$ cat src/sv/tcw_pkg.sv
// Shared types and constants for the text console writer.
// Used by tcw_front, tcw_queue, tcw_back and text_console_writer_top.
`default_nettype none

package tcw_pkg;

  // Widths fixed by the stream fields
  localparam int ROW_W  = 5;
  localparam int COL_W  = 7;
  localparam int CHAR_W = 8;
  localparam int ATTR_W = 8;

  localparam logic [CHAR_W-1:0] NEWLINE_CODE = 8'd10;
  localparam logic [CHAR_W-1:0] BLANK_CODE   = 8'd32;

  // Item kind as it arrives on tuser
  typedef enum logic [1:0] {
    KIND_PUT   = 2'd0,
    KIND_BKSP  = 2'd1,
    KIND_CLEAR = 2'd2,
    KIND_READ  = 2'd3
  } kind_t;

  // Classified operation handed from front to back
  typedef enum logic [2:0] {
    OP_PUT,
    OP_NEWLINE,
    OP_BKSP,
    OP_CLEAR,
    OP_READ,
    OP_READ_NONE
  } op_t;

  typedef struct packed {
    op_t               op;
    logic [CHAR_W-1:0] ch;
    logic [ATTR_W-1:0] attr;
    logic [ROW_W-1:0]  rrow;
    logic [COL_W-1:0]  rcol;
  } cmd_t;

  typedef enum logic [1:0] {
    ST_IDLE,
    ST_BLANK,
    ST_READ
  } state_t;

endpackage

`default_nettype wire

$ cat src/sv/tcw_front.sv
// Front end: decodes an incoming word into a classified command.
// Depends on tcw_pkg.
`default_nettype none

module tcw_front #(
  parameter int COLUMNS = 80,
  parameter int ROWS    = 25
) (
  input  wire logic        s_axis_tvalid,
  output logic             s_axis_tready,
  input  wire logic [31:0] s_axis_tdata,
  input  wire logic [1:0]  s_axis_tuser,
  output logic             cmd_valid,
  input  wire logic        cmd_ready,
  output tcw_pkg::cmd_t    cmd
);

  tcw_pkg::kind_t kind;
  logic           in_range;

  assign kind          = tcw_pkg::kind_t'(s_axis_tuser);
  assign cmd_valid     = s_axis_tvalid;
  assign s_axis_tready = cmd_ready;

  assign in_range = (32'(s_axis_tdata[20:16]) < ROWS) && (32'(s_axis_tdata[27:21]) < COLUMNS);

  always_comb begin
    cmd.ch   = s_axis_tdata[7:0];
    cmd.attr = s_axis_tdata[15:8];
    cmd.rrow = s_axis_tdata[20:16];
    cmd.rcol = s_axis_tdata[27:21];
    case (kind)
      tcw_pkg::KIND_PUT: begin
        cmd.op = (s_axis_tdata[7:0] == tcw_pkg::NEWLINE_CODE) ? tcw_pkg::OP_NEWLINE
                                                               : tcw_pkg::OP_PUT;
      end
      tcw_pkg::KIND_BKSP:  cmd.op = tcw_pkg::OP_BKSP;
      tcw_pkg::KIND_CLEAR: cmd.op = tcw_pkg::OP_CLEAR;
      tcw_pkg::KIND_READ: begin
        cmd.op = in_range ? tcw_pkg::OP_READ : tcw_pkg::OP_READ_NONE;
      end
      default: cmd.op = tcw_pkg::OP_READ_NONE;
    endcase
  end

endmodule

`default_nettype wire

$ cat config.mk
export PLATFORM = sky130hd
export DESIGN_NAME = tcw_front
export DESIGN_NICKNAME = d
export VERILOG_FILES = /design/src/sv/tcw_pkg.sv /design/src/sv/tcw_front.sv
export SDC_FILE = /design/constraint.sdc
export NUM_CORES = 1
export LEC_CHECK = 0
export ABC_AREA = 1
export BUFFER_PORTS_ARGS = -buffer_cell sky130_fd_sc_hd__buf_2
export CAP_MARGIN = 20
export CORE_AREA = 5 5 42 44
export DETAILED_ROUTE_END_ITERATION = 7
export DIE_AREA = 0 0 47 49
export GPL_TIMING_DRIVEN = 0
export PLACE_DENSITY = 0.84
export SYNTH_ARGS = -nofsm -noshare
export SYNTH_HDL_FRONTEND = slang
export SYNTH_SLANG_ARGS = --single-unit
$ cat constraint.sdc
create_clock -name vclk -period 2.1
set_clock_uncertainty 0.1 [all_clocks]
set_input_delay 0.42 -clock vclk [all_inputs]
set_output_delay 0.42 -clock vclk [all_outputs]
set_load 0.02 [all_outputs]
==> summary.md <==
| Metric | Value |
|---|---|
| Status | `completed` |
| Final Cycle Share | `0.803` |
| Leakage power | `0.000438 uW` |
| CP max stage delay | `approximately 0.19 ns` |
| Global Route Usage Sum | `0.0870` |
| Crit path max fanout | `4` |
| Vias in the first global route | `477` |
| Fmax | `593 MHz` |
| Die height | `49 um` |
| Post-Route WL | `1.14 mm` |
| Sequential Power Share | `0` |
| Combinational share of power | `1.000` |
| Worst Tran Pin Value | `0.131 ns` |
| Num rows | `14` |
| Layout area overhead | `79.4%` |
| HP Class | `input port to output pin` |
| DRC errors left | `0` |
| Sequential area share after synthesis | `0` |
| Pre-antenna DRT Iters | `3` |
| Kind of critical path | `input port to output pin` |
| GR Layer Usage met1 | `0.0935` |
| # fillers | `170` |
| FFs & Latches | `0` |
| CP Depth | `8` |
| # diodes | `0` |
| CP Data Required Time | `1.58 ns` |
| Grt total ovfl | `0` |
| First-pass GRT wire length | `1.64 mm` |
| Gate Count Post-Synth | `57` |
| Crit-path slowest cell | `ha_1` |
| CP top delay family | `buffers and inverters` |
| Hold Fails Final Rpt | `0` |
| Antenna violations before repair | `0` |
| Buffers on Ports | `just over 50` |
| RSZ-0062 raised after global routing | `false` |
| Final hold slack | `0.958 ns` |
| Synth unique cells | `7` |
| Minimum clock period | `approximately 1.7 ns` |
| Sw Pwr | `78.4 uW` |
| Core area | `1400 um^2` |
| Syn Area/Cell | `6.08 um^2` |
| Layout cells sized above 1 | `0.750` |
| Maximum VDD drop | `0.0000998 V` |
| FF+latch area | `0 um^2` |
| Resize count post-CTS | `0` |
| Die width | `47 um` |
| DR vias | `approximately 480` |
| Most used routing layer in global routing | `met2` |
| Max-Cap Viols | `0` |
| Final setup fails | `0` |
| Min-Delay Path Depth | `2` |
| Largest net degree at the start of global routing | `5` |
| Post-Syn Nets | `95` |
| Die Area | `between 2000 and 2500 um^2` |
| Setup bufs post-CTS | `0` |
| RePlAce Congestion | `0.693` |
| Crit path buf inv count | `3` |
| WL/cell | `9.18 um` |
| Drt first-iter violations | `4` |
| Post-DP HPWL | `1.11 mm` |
| Cts hold-fix bufs | `0` |
| Crit path DAT | `1.17 ns` |
| I/O pin count | `just under 70` |
| Final ANT Viol Nets | `0` |
| CP startpoint kind | `input port` |
| Via density | `3.85` |
| Met2 usage | `0.181` |
| Slew margin rel. | `0.912` |
| Met3 usage | `0.00369` |
| Initial Utilization | `0.247` |
| Layout Nets | `148` |
| Clock share of power | `0` |
| Crit path cell chain | `buf_2 -> inv_1 -> ha_1 -> nand3_1 -> nor2_1 -> nor2_1 -> nand2_1 -> buf_2` |
| Slew Limit Fails | `0` |
| Crit end category | `output pin` |
| P per Cell Area | `246 nW/um^2` |
| Setup TNS | `0 ns` |
| Clkbuf count | `0` |
| Yosys warning count | `0` |
| Switch share | `0.513` |
| Cell Int Power | `74.5 uW` |
| Syn Std Cell Area | `between 300 and 400 um^2` |
[power by group through the flow]
| stage | Combinational (uW) | Clock, uW | Sequential, uW |
|---|---|---|---|
| 2_1_floorplan | 102 | 0 | 0 |
| 3_3_place_gp | 152 | 0 | 0 |
| 3_5_place_dp | 155 | 0 | 0 |
| 4_1_cts | 155 | 0 | 0 |
| 5_1_grt | 165 | 0 | 0 |
| 6_report | 153 | 0 | 0 |
[final timing paths]
check                      startpoint         to  slack [ns]
worst min-delay path    s_axis_tvalid  cmd_valid        0.96
worst max-delay path  s_axis_tuser[0]    cmd[28]        0.41
[per-layer routing]
metal | up-vias | part of all wire
met2 | 44 | 0.49
li1 | 239 | -
met1 | 195 | 0.33
met4 | 0 | 0
met3 | 0 | 0.17
met5 | - | 0
[metrics by stage]
stage	setup slack [ns]	cells	area, um^2	util	total power (uW)
floorplan	0.580	57	347	-	102
global placement	0.406	124	622	0.444	152
detailed placement	0.394	124	622	0.444	155
CTS	0.389	124	622	0.444	155
global route	0.318	124	622	0.444	165
finish	0.413	124	622	0.444	153
[final cells by class]
class	instances	area, um^2	area share
Multi-Input combinational cell	20	95.1	0.153
Buffer	30	225	0.362
Timing Repair Buffer	51	255	0.410
Inverter	7	26.3	0.0423
Tap cell	16	20.0	0.0322
[placed cells by master (no fill, tap or decap), drive strengths merged]
cell,n
nor2,8
o21ai,1
nand3,1
buf,81
ha,2
nand2,8
inv,7
[logic make-up after synthesis]
group / synth area share
compound gates: 0.0144
fa+ha+maj: 0.0722
simple gates: 0.188
buf+inv: 0.726
[cell usage after synthesis]
master   instances  share of area
buf_4           30           0.65
ha_1             2          0.072
inv_1            7          0.076
nand2_1          8          0.087
nand3_1          1          0.014
nor2_1           8          0.087
o21ai_0          1          0.014
No activity file was read; power rests on OpenSTA's default activity.
