==> src/sv/tcw_pkg.sv <==
// Shared types and constants for the text console writer.
// Used by tcw_front, tcw_queue, tcw_back and text_console_writer_top.
`default_nettype none

package tcw_pkg;

  // Widths fixed by the stream fields
  localparam int ROW_W  = 5;
  localparam int COL_W  = 7;
  localparam int CHAR_W = 8;
  localparam int ATTR_W = 8;

  localparam logic [CHAR_W-1:0] NEWLINE_CODE = 8'd10;
  localparam logic [CHAR_W-1:0] BLANK_CODE   = 8'd32;

  // Item kind as it arrives on tuser
  typedef enum logic [1:0] {
    KIND_PUT   = 2'd0,
    KIND_BKSP  = 2'd1,
    KIND_CLEAR = 2'd2,
    KIND_READ  = 2'd3
  } kind_t;

  // Classified operation handed from front to back
  typedef enum logic [2:0] {
    OP_PUT,
    OP_NEWLINE,
    OP_BKSP,
    OP_CLEAR,
    OP_READ,
    OP_READ_NONE
  } op_t;

  typedef struct packed {
    op_t               op;
    logic [CHAR_W-1:0] ch;
    logic [ATTR_W-1:0] attr;
    logic [ROW_W-1:0]  rrow;
    logic [COL_W-1:0]  rcol;
  } cmd_t;

  typedef enum logic [1:0] {
    ST_IDLE,
    ST_BLANK,
    ST_READ
  } state_t;

endpackage

`default_nettype wire

==> src/sv/tcw_queue.sv <==
// Two-entry command queue between the front end and the executor.
// Depends on tcw_pkg.
`default_nettype none

module tcw_queue (
  input  wire logic          clk,
  input  wire logic          rst,
  input  wire logic          push_valid,
  output logic               push_ready,
  input  wire tcw_pkg::cmd_t push_cmd,
  output logic               pop_valid,
  input  wire logic          pop_ready,
  output tcw_pkg::cmd_t      pop_cmd
);

  tcw_pkg::cmd_t entries [2];
  logic          wr_ptr;
  logic          rd_ptr;
  logic [1:0]    count;
  logic          push;
  logic          pop;

  assign push_ready = (count != 2'd2);
  assign pop_valid  = (count != 2'd0);
  assign pop_cmd    = entries[rd_ptr];
  assign push       = push_valid && push_ready;
  assign pop        = pop_valid && pop_ready;

  always_ff @(posedge clk) begin
    if (push) begin
      entries[wr_ptr] <= push_cmd;
    end
  end

  always_ff @(posedge clk) begin
    if (rst) begin
      wr_ptr <= 1'b0;
      rd_ptr <= 1'b0;
      count  <= 2'd0;
    end else begin
      if (push) begin
        wr_ptr <= ~wr_ptr;
      end
      if (pop) begin
        rd_ptr <= ~rd_ptr;
      end
      case ({push, pop})
        2'b10:   count <= count + 2'd1;
        2'b01:   count <= count - 2'd1;
        default: count <= count;
      endcase
    end
  end

endmodule

`default_nettype wire

==> config.mk <==
export PLATFORM = sky130hd
export DESIGN_NAME = tcw_queue
export DESIGN_NICKNAME = d
export VERILOG_FILES = /design/src/sv/tcw_pkg.sv /design/src/sv/tcw_queue.sv
export SDC_FILE = /design/constraint.sdc
export NUM_CORES = 1
export LEC_CHECK = 0
export BUFFER_PORTS_ARGS = -buffer_cell sky130_fd_sc_hd__buf_2
export CAP_MARGIN = 0
export CORE_MARGIN = 1.5
export CORE_UTILIZATION = 35
export DETAILED_ROUTE_END_ITERATION = 16
export GPL_ROUTABILITY_DRIVEN = 0
export GPL_TIMING_DRIVEN = 0
export SLEW_MARGIN = 0
export SYNTH_ARGS = -nofsm -noshare
export SYNTH_HDL_FRONTEND = slang
export SYNTH_SLANG_ARGS = --single-unit
export TNS_END_PERCENT = 30
==> constraint.sdc <==
create_clock -name clk -period 2.3 [get_ports clk]
set_input_delay 0.115 -clock clk [delete_from_list [all_inputs] [get_ports clk]]
set_output_delay 0.115 -clock clk [all_outputs]
set_load 0.01 [all_outputs]
==> results list, run 1 <==
- Sequence of cells on the critical path: nand2b_1, nand3b_1, clkinv_1, buf_16
- Antenna violations before repair: 0
* Cell chosen for the clock root: sky130_fd_sc_hd__clkbuf_8
- The pre-antenna-repair detailed-routing pass consisted of 3 iterations.
- Number of warnings printed during yosys synthesis: 0
- For this configuration, the core starts out at a cell density of 36.0%.
* Maximum number of pins on one net before global-route repair: 32
- The first global-routing pass estimated 6.72 mm of wire.
- Slew margin rel.: 47.2%
- Worst path arrival time: 1.86 ns
- Post-Place Cell Area: 2910 um^2
* Total die area: 7510 um^2
* Cells after synthesis: 120
- STA puts the critical path data required time at 2.38 ns.
- Chip width: 86.6 um
* Seq cells post-synth: 67
* Number of buffer cells added on primary ports: 67
* FMAX: approximately 560 MHz
* Reported leakage power: approximately 1.3 nW
* Number of placement rows: 30
- After global routing the overflow that remains totals 0.
* Number of buffers created by CTS: 9
- Sort of element at the end of the critical path: flip-flop
* Critical Path Max Stage Delay: 0.46 ns
* Ports: 68
- At the pin with the least slew margin, the transition time is 0.793 ns.
- The post-route netlist has 50.4% of its cells at a drive strength greater than 1.
- Sequential elements use 80.1% of the synthesized area.
- HPWL Detailed: 2.45 mm
- Setup violations remaining at the end of the flow were counted as 0.
- Among all stages on the critical path, the largest delay is contributed by sky130_fd_sc_hd__clkinv_1.
- Mapped Area: 2450 um^2
- Via count normalized by instance count: 4.27
* Post-route fraction of the period consumed by the critical path: 77.3%
* Vertical die dimension: just under 90 um
* Std-Cell Core Area: 6790 um^2
- Setup repair after global routing left no endpoint under its margin.
* Finished Cell Area: approximately 3400 um^2
- Number of H-tree levels: 3
* Total of cells resized after clock tree synthesis: 0
- Commonest cells after routing, fill and taps aside: sky130_fd_sc_hd__buf_2 (70), sky130_fd_sc_hd__edfxtp_1 (62), sky130_fd_sc_hd__dlygate4sd3_1 (32)
- Power per cell area: between 1000 and 1500 nW/um^2
* Insertion delay of the later-clocked pin in the worst-skew pair: 0.33 ns
- The via count of the first global-routing pass was around 1500.
- Dividing the synthesized area by the synthesized cell count gives 20.4 um^2.
- Clock skew on the completed layout was measured at ~0.0089 ns.
- Fin Setup TNS: 0 ns
- The library cell used most frequently in the layout, excluding fill and tap cells, is sky130_fd_sc_hd__buf_2.
- The critical path in this run is classified as flip-flop to flip-flop.
- Across the run, the number of max-cap violations was 0.
- Of all nets on the critical path, the largest fanout is 20.
- The final layout contains routed wiring with a total length of roughly 4.4 mm.
- For this run, the total global-route usage over all layers was measured as 12.3%.
- Synthesized netlist net count: 156
- The routed layout has 1419 vias.
* Worst voltage drop across the vdd grid: 504 uV
- STA classifies the critical path startpoint as a flip-flop.
* Drt initial violations: 61
- The worst path needs around 1.8 ns of the cycle, external delays included.
* Overall power of the completed layout: 3.49 mW
* Count of pins over their slew limit: 0
- Drt drc: 0
- The worst hold path belongs to the class input pin to flip-flop.
- The clock drives between 60 and 70 sinks.
- Number of failing hold endpoints at the final stage: 0
* Cell variety after synth: 19
- Buffer levels on the longest clock path: 2
- Clock-pin slew on the worst setup and hold paths: ~0.07 ns
- The count of nets left with antenna violations once routing finished came out at 0.
- Layout Nets: 267
- The number of antenna diodes in the final layout is 0.
- Post-route core utilization: 50.6%
* CTS tree: built
* Growth of design area from synthesis to finish: 40.4%
* Status: completed
- Dividing the detail-routed wire length by the instance count gives 13.3 um.
-- kinds of logic after synthesis --
group,after synthesis,synth area share (%)
AND/OR/NAND/NOR,9,1.94
XOR/XNOR,3,1.07
multiplexers,31,14.3
flip-flops,67,80.1
adder cells (fa/ha/maj),1,0.511
AO/OA/AOI/OAI,5,1.33
buffers and inverters,4,0.766
-- layer usage --
metal  up-vias  wire length [um]  GRT usage [%]
met4         0                99           8.06
met2        41              2250           20.9
met1       679              1880           13.3
li1        688                 -              -
met5         -                 0              0
met3        11               174           3.71
-- repair_timing --
item | CTS | global route
hold buffers | 32 | 0
buffers inserted | 0 | 0
setup endpoints to repair | 0 | 0
hold endpoints to repair | 64 | 0
-- through the flow --
| stage | std cells | setup slack [ns] | hold WS [ns] |
|---|---|---|---|
| 2_1_floorplan | 120 | 0.445 | 0.184 |
| 3_3_place_gp | 283 | -0.0177 | 0.303 |
| 3_5_place_dp | 283 | 0.135 | 0.307 |
| 4_1_cts | 331 | 0.126 | 0.0927 |
| 5_1_grt | 332 | 0.404 | 0.112 |
| 6_report | 332 | 0.522 | 0.110 |
-- Yosys cell counts --
master | n | area [um^2]
sky130_fd_sc_hd__xor2_1 | 1 | 8.76
sky130_fd_sc_hd__and3_1 | 1 | 6.26
sky130_fd_sc_hd__dfxtp_1 | 5 | 100
sky130_fd_sc_hd__nand2b_1 | 1 | 6.26
sky130_fd_sc_hd__inv_1 | 1 | 3.75
sky130_fd_sc_hd__ha_1 | 1 | 12.5
sky130_fd_sc_hd__nor2_1 | 3 | 11.3
sky130_fd_sc_hd__or2_2 | 1 | 6.26
sky130_fd_sc_hd__mux2_2 | 31 | 349
sky130_fd_sc_hd__a21bo_2 | 1 | 10.0
sky130_fd_sc_hd__xnor2_1 | 2 | 17.5
sky130_fd_sc_hd__a21oi_1 | 2 | 10.0
sky130_fd_sc_hd__o21a_1 | 1 | 7.51
sky130_fd_sc_hd__nand2_1 | 1 | 3.75
sky130_fd_sc_hd__edfxtp_1 | 62 | 1860
sky130_fd_sc_hd__buf_2 | 3 | 15.0
sky130_fd_sc_hd__nand3b_1 | 1 | 7.51
sky130_fd_sc_hd__or3_1 | 1 | 6.26
sky130_fd_sc_hd__o21ai_0 | 1 | 5.00
-- sequential cells by signal, summed over array words and instances, names as in the netlist, named ones only --
signal and count:
entries 62, count 2, rd_ptr 1, wr_ptr 1
-- final timing paths --
check / from / end / slack, ns / cells past startpoint
max: count[0] / entries[0][21] / 0.52 / 4
min: push_valid / wr_ptr / 0.11 / 3
min reg2reg: rd_ptr / flip-flop / 0.52 / 2
max reg2reg: count[0] / entries[0][21] / 0.52 / 4
-- power by group --
| group | leakage (nW) | internal (mW) | switching, mW | total (mW) |
|---|---|---|---|---|
| logic | 0.589 | 0.493 | 0.480 | 0.973 |
| registers | 0.621 | 1.54 | 0.0577 | 1.60 |
| clock network | 0.0935 | 0.492 | 0.426 | 0.918 |
-- cell type report --
class / count / area, um^2
plain buffers: 3 / 15.0
clock buffers: 10 / 128
clock inverters: 6 / 56.3
fillers: 594 / 3360
inverters: 1 / 3.75
multi-input cells: 49 / 469
flip-flops and latches: 67 / 1960
well taps: 96 / 120
repair buffers: 100 / 683
-- critical path, delay by kind of cell, from the launching register on --
kind,cells,cell delay [ns]
DFF,1,0.35
buffers and inverters,2,0.82
and+or+nand+nor,2,0.36
Note: power is estimated with default switching activity, not from simulation.
==> run 2, diff against run 1 <==
- clock period: 2.3 -> 1.75 ns (I/O delays scaled with it)
==> run 2 against run 1 <==
Register-to-register slack got worse by 0.37 ns. Critical path depth fell by 1. Wire length rose by 3.1%. Via count grew 0.49%.
==> results list, run 2 (synthesized netlist as in run 1, its figures left out) <==
* Number of flip-flops in the largest register: a little over 60
* Initial core utilization: a little over a third
- Slew margin rel.: just under 70%
- The number of antenna violations at the first check in global routing came to 0.
- The worst hold path belongs to the class input pin to flip-flop.
- Timing would allow up to 613 MHz.
* Layout Nets: 268
- In this run the power density over the cells is around 1400 nW/um^2.
- The largest registers in the layout are entries x62, count x2.
- In this run the remaining antenna-violating nets after routing total 0.
* Vertical die dimension: 86.6 um
- Worst R2R Path Depth: 3
- Number of failing hold endpoints at the final stage: 0
- Biggest register: entries
- Max-cap violations: 0
* Total die area: 7510 um^2
- Status: completed
* Leading cell type in the layout, fill and taps excluded: sky130_fd_sc_hd__buf_2
* Post-Place Cell Area: 2910 um^2
- By startpoint and endpoint, the worst setup path is classified as flip-flop to primary output.
- The worst setup path is captured at a primary output.
* Number of buffers created by CTS: 9
- IR analysis of the VDD net gives a maximum drop of 781 uV.
- Number of buffer cells added on primary ports: 67
- Post-placement setup slack: -0.412 ns
- After detailed routing, the average wire length per cell comes to approximately 14 um.
- Chip width: 86.6 um
* Final period demand of the worst path: 1.63 ns
- Worst Clk Skew: between 0.006 and 0.007 ns
- Number of clock sinks seen by CTS: between 60 and 70
* Final-report setup violation count: 0
* Drt initial violations: 56
* Commonest cells after routing, fill and taps aside: sky130_fd_sc_hd__buf_2 (70), sky130_fd_sc_hd__edfxtp_1 (62), sky130_fd_sc_hd__dlygate4sd3_1 (32)
* Std-Cell Core Area: 6790 um^2
- The worst setup path is launched from a flip-flop.
* DRT Wirelength: 4.54 mm
- Worst reg2reg path startpoint: count[0]
- The final critical path takes up 93.2% of the cycle.
* Worst path arrival time: 1.54 ns
- For the pin with the worst max-slew slack, the measured transition is 0.468 ns.
- Entering global routing, the biggest net connects 32 pins.
* Crit Reg-Reg Endpoint: entries[0][16]
* Fin worst setup slack: ~0.12 ns
- ANT cells: 0
- Number of filler instances in the final layout: 590
* Growth of design area from synthesis to finish: 41.8%
- Clock latency on the worst-skew pair, taken at its later pin, is 0.34 ns.
- Buffer levels on the longest clock path: 2
* Critical path peak fanout: 10
- Once detailed placement completed, the half-perimeter wirelength came to 2.69 mm.
- Post-route worst hold slack: 0.0876 ns
- Critical path capture point: pop_cmd[1]
- Via count normalized by instance count: between 4 and 5
* Number of detailed-routing iterations run before antenna repair: 4
- CTS tree: built
- Summed over all failing endpoints, the final setup total negative slack is 0 ns.
* Setup repair after global routing missed its margin: no
- The tree is rooted in a sky130_fd_sc_hd__clkbuf_8.
* Drt drc: 0
- STA puts the critical path data required time at 1.66 ns.
- Number of H-tree levels: 3
* Clock-pin slew on the worst setup and hold paths: around 0.07 ns
- Global router's overall resource usage: 12.9%
- The via count of the first global-routing pass came to roughly 1400.
- The floorplan has 30 rows.
- Post-route core utilization: 51.1%
- Global routing finished with a remaining overflow of 0.
- The number of max-slew violations in the final report is 0.
* Ports: 68
* First-pass GRT wire length: just under 7 mm
- Flop2flop setup slack: 0.15 ns
- Reported leakage power: between 1 and 1.5 nW
- Via total after detailed routing: 1426
* Finished Cell Area: roughly 3500 um^2
- Cells with a size suffix above 1 make up between 50% and 60% of the layout.
run 2: cell count changes in the layout (fill, tap and decap cells not counted), sizes merged:
| cell | change |
|---|---|
| bufinv | +1 |
| clkinvlp | +2 |
| clkinv | -2 |
run 2: per-layer routing:
metal | global-route usage, % | wire, um
met2 | 21.7 | 2310
met1 | 14.4 | 1980
met4 | 5.72 | 61
met5 | 0 | 0
met3 | 5.43 | 197
run 2: worst min-delay path by stage:
stage	start	end	slack, ns	cells after the start
floorplan	rst	count[1]	0.16	1
global placement	push_cmd[25]	entries[0][25]	0.28	1
detailed placement	push_cmd[26]	entries[1][26]	0.28	1
CTS	push_valid	wr_ptr	0.06	3
global route	push_valid	wr_ptr	0.08	3
finish	push_valid	wr_ptr	0.09	3
run 2: report_power, final:
group / total (mW) / leakage [nW] / internal (mW) / switching (mW)
clock: 1.35 / 0.101 / 0.790 / 0.559
sequential: 2.12 / 0.622 / 2.03 / 0.0876
combinational: 1.30 / 0.583 / 0.649 / 0.654
total: 4.77 / 1.31 / 3.47 / 1.30
run 2: repair_timing:
item	in CTS	in global routing
setup buffers	0	1
hold buffers	32	0
gates resized for setup	3	2
pin swaps	0	0
hold endpoints to repair	67	0
setup endpoints to repair	62	31
gates cloned	1	0
run 2: layout make-up:
type	instances	area (um^2)	share of cell area, %
clock inverter	6	80.1	2.31
inverter	1	7.51	0.216
clock buffer	10	128	3.68
timing repair inverter	1	7.51	0.216
sequential	67	1960	56.5
tap	96	120	3.46
multi-input combinational	49	475	13.7
buffer	3	15.0	0.432
timing repair buffer	100	676	19.5
run 2: stage by stage:
stage	cells	power (mW)
5_1_grt	333	5.02
6_report	333	4.77
4_1_cts	332	4.80
3_3_place_gp	283	3.34
2_1_floorplan	120	2.91
3_5_place_dp	283	3.37
run 2: worst max-delay path, cell delays in order (launching register included):
cell and delay (ns):
sky130_fd_sc_hd__dfxtp_1 0.40, sky130_fd_sc_hd__buf_2 0.29, sky130_fd_sc_hd__mux2_2 0.37, sky130_fd_sc_hd__buf_2 0.14
==> run 3, diff against run 2 <==
- CELL_PAD_IN_SITES_DETAIL_PLACEMENT: default -> 1
- CELL_PAD_IN_SITES_GLOBAL_PLACEMENT: default -> 1
- MAX_ROUTING_LAYER: default -> met4
- PLACE_DENSITY_LB_ADDON: default -> 0.1
==> run 3 against run 2 <==
Critical path depth is 2 higher. Global-route usage is 1.8 points higher. Design area is 1.0% higher. Clock skew hardly changed. Die area stayed put. Register-to-register slack worse by 0.02 ns. Non-clock buffer count is 2 higher. Largest cell class unchanged. Combinational power hardly changed. Hold slack better by 0.0053 ns. Via count is 2.0% higher.
==> results list, run 3 (synthesized netlist as in run 1, its figures left out) <==
- Number of buffer cells added on primary ports: 67
- Cell depth of the worst min-delay path: 3
- Grt total ovfl: 0
* Class of the tightest hold or removal check: input pin to flip-flop
- Maximum number of pins on one net before global-route repair: 32
- Via total after detailed routing: 1455
* Setup repair after global routing missed its margin: no
* Routed Antenna Nets: 0
* Number of placement rows: 30
- The flow ran to the end, and the final reports show no timing, DRC or antenna violations.
- At the end of the flow the core is filled with cells to 51.6%.
* Finished Cell Area: 3510 um^2
- In this run switching power makes up 26.3% of total power.
- For met3 alone, demand over resource in global routing was about 4.1%.
- At the later pin of the worst-skew pair, clock insertion delay measures 0.33 ns.
- HPWL Detailed: 2.87 mm
- The clock arrives with 0.00629 ns of skew.
- The via count of the first global-routing pass was 1589.
* Initial core utilization: a little over a third
* Fin worst setup slack: 0.132 ns
- Net Switching: 1.29 mW
- Crit Reg-Reg Endpoint: count[1]
- Number of buffers created by CTS: 9
- For this block, the initial DRC count from the detailed router was 67.
* Worst reg2reg path startpoint: count[0]
- Post-route fraction of the period consumed by the critical path: 92.5%
* Number of clock sinks seen by CTS: 67
* Chip width: slightly below 90 um
- At the placement stage, the worst setup path has a slack of -0.393 ns.
* Antenna violations before repair: 0
- Via count normalized by instance count: 4.34
* Max-cap violations: 0
* ANT cells: 0
* Number of flip-flops in the largest register: 62
- Biggest register: entries
- Cell with the biggest individual delay on the critical path: sky130_fd_sc_hd__dfxtp_1
- Of the total power, registers draw 42.9%.
* Ports: 68
- The startpoint identified for the worst hold timing path is push_valid.
- After clock tree synthesis, the clock-pin slew on the worst setup and hold paths is 0.07 ns.
- The largest single stage delay on the critical path is ~0.41 ns.
- Number of failing hold endpoints at the final stage: 0
* Worst voltage drop across the vdd grid: between 700 and 800 uV
* Total die area: 7510 um^2
- The internal portion of the total power is 3.62 mW.
- Setup violations remaining at the end of the flow were counted as 0.
* Regs by FF count: entries x62, count x2
- The library cell used most frequently in the layout, excluding fill and tap cells, is sky130_fd_sc_hd__buf_2.
* Logic gate share of total power: 26.8%
* Critical path type: flip-flop to flip-flop
* Post-Place Cell Area: around 2900 um^2
* Final period demand of the worst path: roughly 1.6 ns
- Worst path arrival time: 1.87 ns
- For met2 alone, demand over resource in global routing was 24.9%.
- The H-tree generated during clock tree synthesis spans 3 levels.
- At the pin with the least slew margin, the transition time is between 0.4 and 0.5 ns.
- Worst R2R Path Depth: 5
* Buffer levels on the longest clock path: 2
* Number of detailed-routing iterations run before antenna repair: 3
- Growth of design area from synthesis to finish: 43.2%
- Cells with a size suffix above 1 make up 51.5% of the layout.
- Commonest cells after routing, fill and taps aside: sky130_fd_sc_hd__buf_2 (70), sky130_fd_sc_hd__edfxtp_1 (62), sky130_fd_sc_hd__dlygate4sd3_1 (32)
- The setup check on the worst reg-to-reg path leaves a slack of 0.13 ns.
* Power per cell area: 1400 nW/um^2
- Global routing used 14.7% of the available tracks.
- STA classifies the critical path startpoint as a flip-flop.
- FMAX: approximately 620 MHz
- Along the worst path, the maximum fanout reaches 5.
* Vertical die dimension: approximately 87 um
* Sequence of cells on the critical path: nand2b_1, nand2_1, ha_1, or3_1, a21oi_1
- Wires add up to 4.90 mm.
- Layout Nets: 270
- The worst setup path is captured at a flip-flop.
- Slew margin rel.: 70.1%
* Cell chosen for the clock root: sky130_fd_sc_hd__clkbuf_8
- Global Route met1 Usage: 15.5%
* Most crowded layer after global routing: met2
* Count of pins over their slew limit: 0
* Hold path endpoint: wr_ptr
* Required @ worst endpoint: between 2 and 2.5 ns
- Dividing the detail-routed wire length by the instance count gives 14.6 um.
- Std-Cell Core Area: 6790 um^2
- The analysis attributes to cell leakage a power of around 1.3 nW.
- Part of the power in the clock network: 30.3%
- Drt drc: 0
- CTS tree: built
- First-pass GRT wire length: 7.64 mm
run 3: cell types whose count changed in the layout (fill, tap and decap cells not counted), sizes merged:
| cell | delta |
|---|---|
| clkinvlp | -1 |
| bufinv | +1 |
| buf | +2 |
run 3: routing by layer:
layer  vias up  wire [um]
met2        39       2670
li1        692          -
met4         0         76
met1       717       1970
met3         7        184
met5         -          0
run 3: worst max-delay path by stage:
stage | from | to | cells past startpoint
after floorplan | count[0] | entries[0][0] | 3
after global placement | count[0] | entries[0][29] | 3
after detailed placement | count[0] | entries[0][29] | 3
after CTS | count[0] | entries[0][21] | 3
after global routing | flip-flop | pop_cmd[5] | 3
final | count[0] | count[1] | 5
run 3: worst max-delay path: cells and delay by family (launching register included):
kind	cells	cell delay [ns]
flops	1	0.41
fa+ha+maj	1	0.33
simple gates	3	0.65
compound gates	1	0.16
run 3: power groups by stage:
stage | Sequential [mW] | Clock, mW | Combinational [mW]
floorplan | 2.12 | 0 | 0.785
global placement | 2.14 | 0 | 1.18
detailed placement | 2.16 | 0 | 1.22
CTS | 2.11 | 1.54 | 1.32
global route | 2.14 | 1.61 | 1.43
finish | 2.11 | 1.49 | 1.32
run 3: layout make-up:
class,count,area (um^2)
fillers,659,3290
plain buffers,3,15.0
repair buffers,102,691
clock inverters,6,104
flip-flops and latches,67,1960
repair inverters,1,7.51
clock buffers,10,128
inverters,1,7.51
multi-input cells,49,473
well taps,96,120
run 3: timing repair:
| action | 4_1_cts | 5_1_grt |
|---|---|---|
| cloned | 1 | 0 |
| gates resized for setup | 3 | 0 |
| hold endpoints to repair | 67 | 0 |
| setup endpoints to repair | 62 | 15 |
| hold buffers | 32 | 0 |
| buffers inserted | 2 | 1 |
run 3: metrics by stage:
stage	hold slack, ns	power (mW)	TNS [ns]	std cells
final	0.0929	4.92	0	335
after global routing	0.102	5.18	0	335
after CTS	0.0711	4.98	0	334
after detailed placement	0.279	3.38	-12.52	283
after global placement	0.276	3.32	-9.17	283
after floorplan	0.157	2.91	0	120
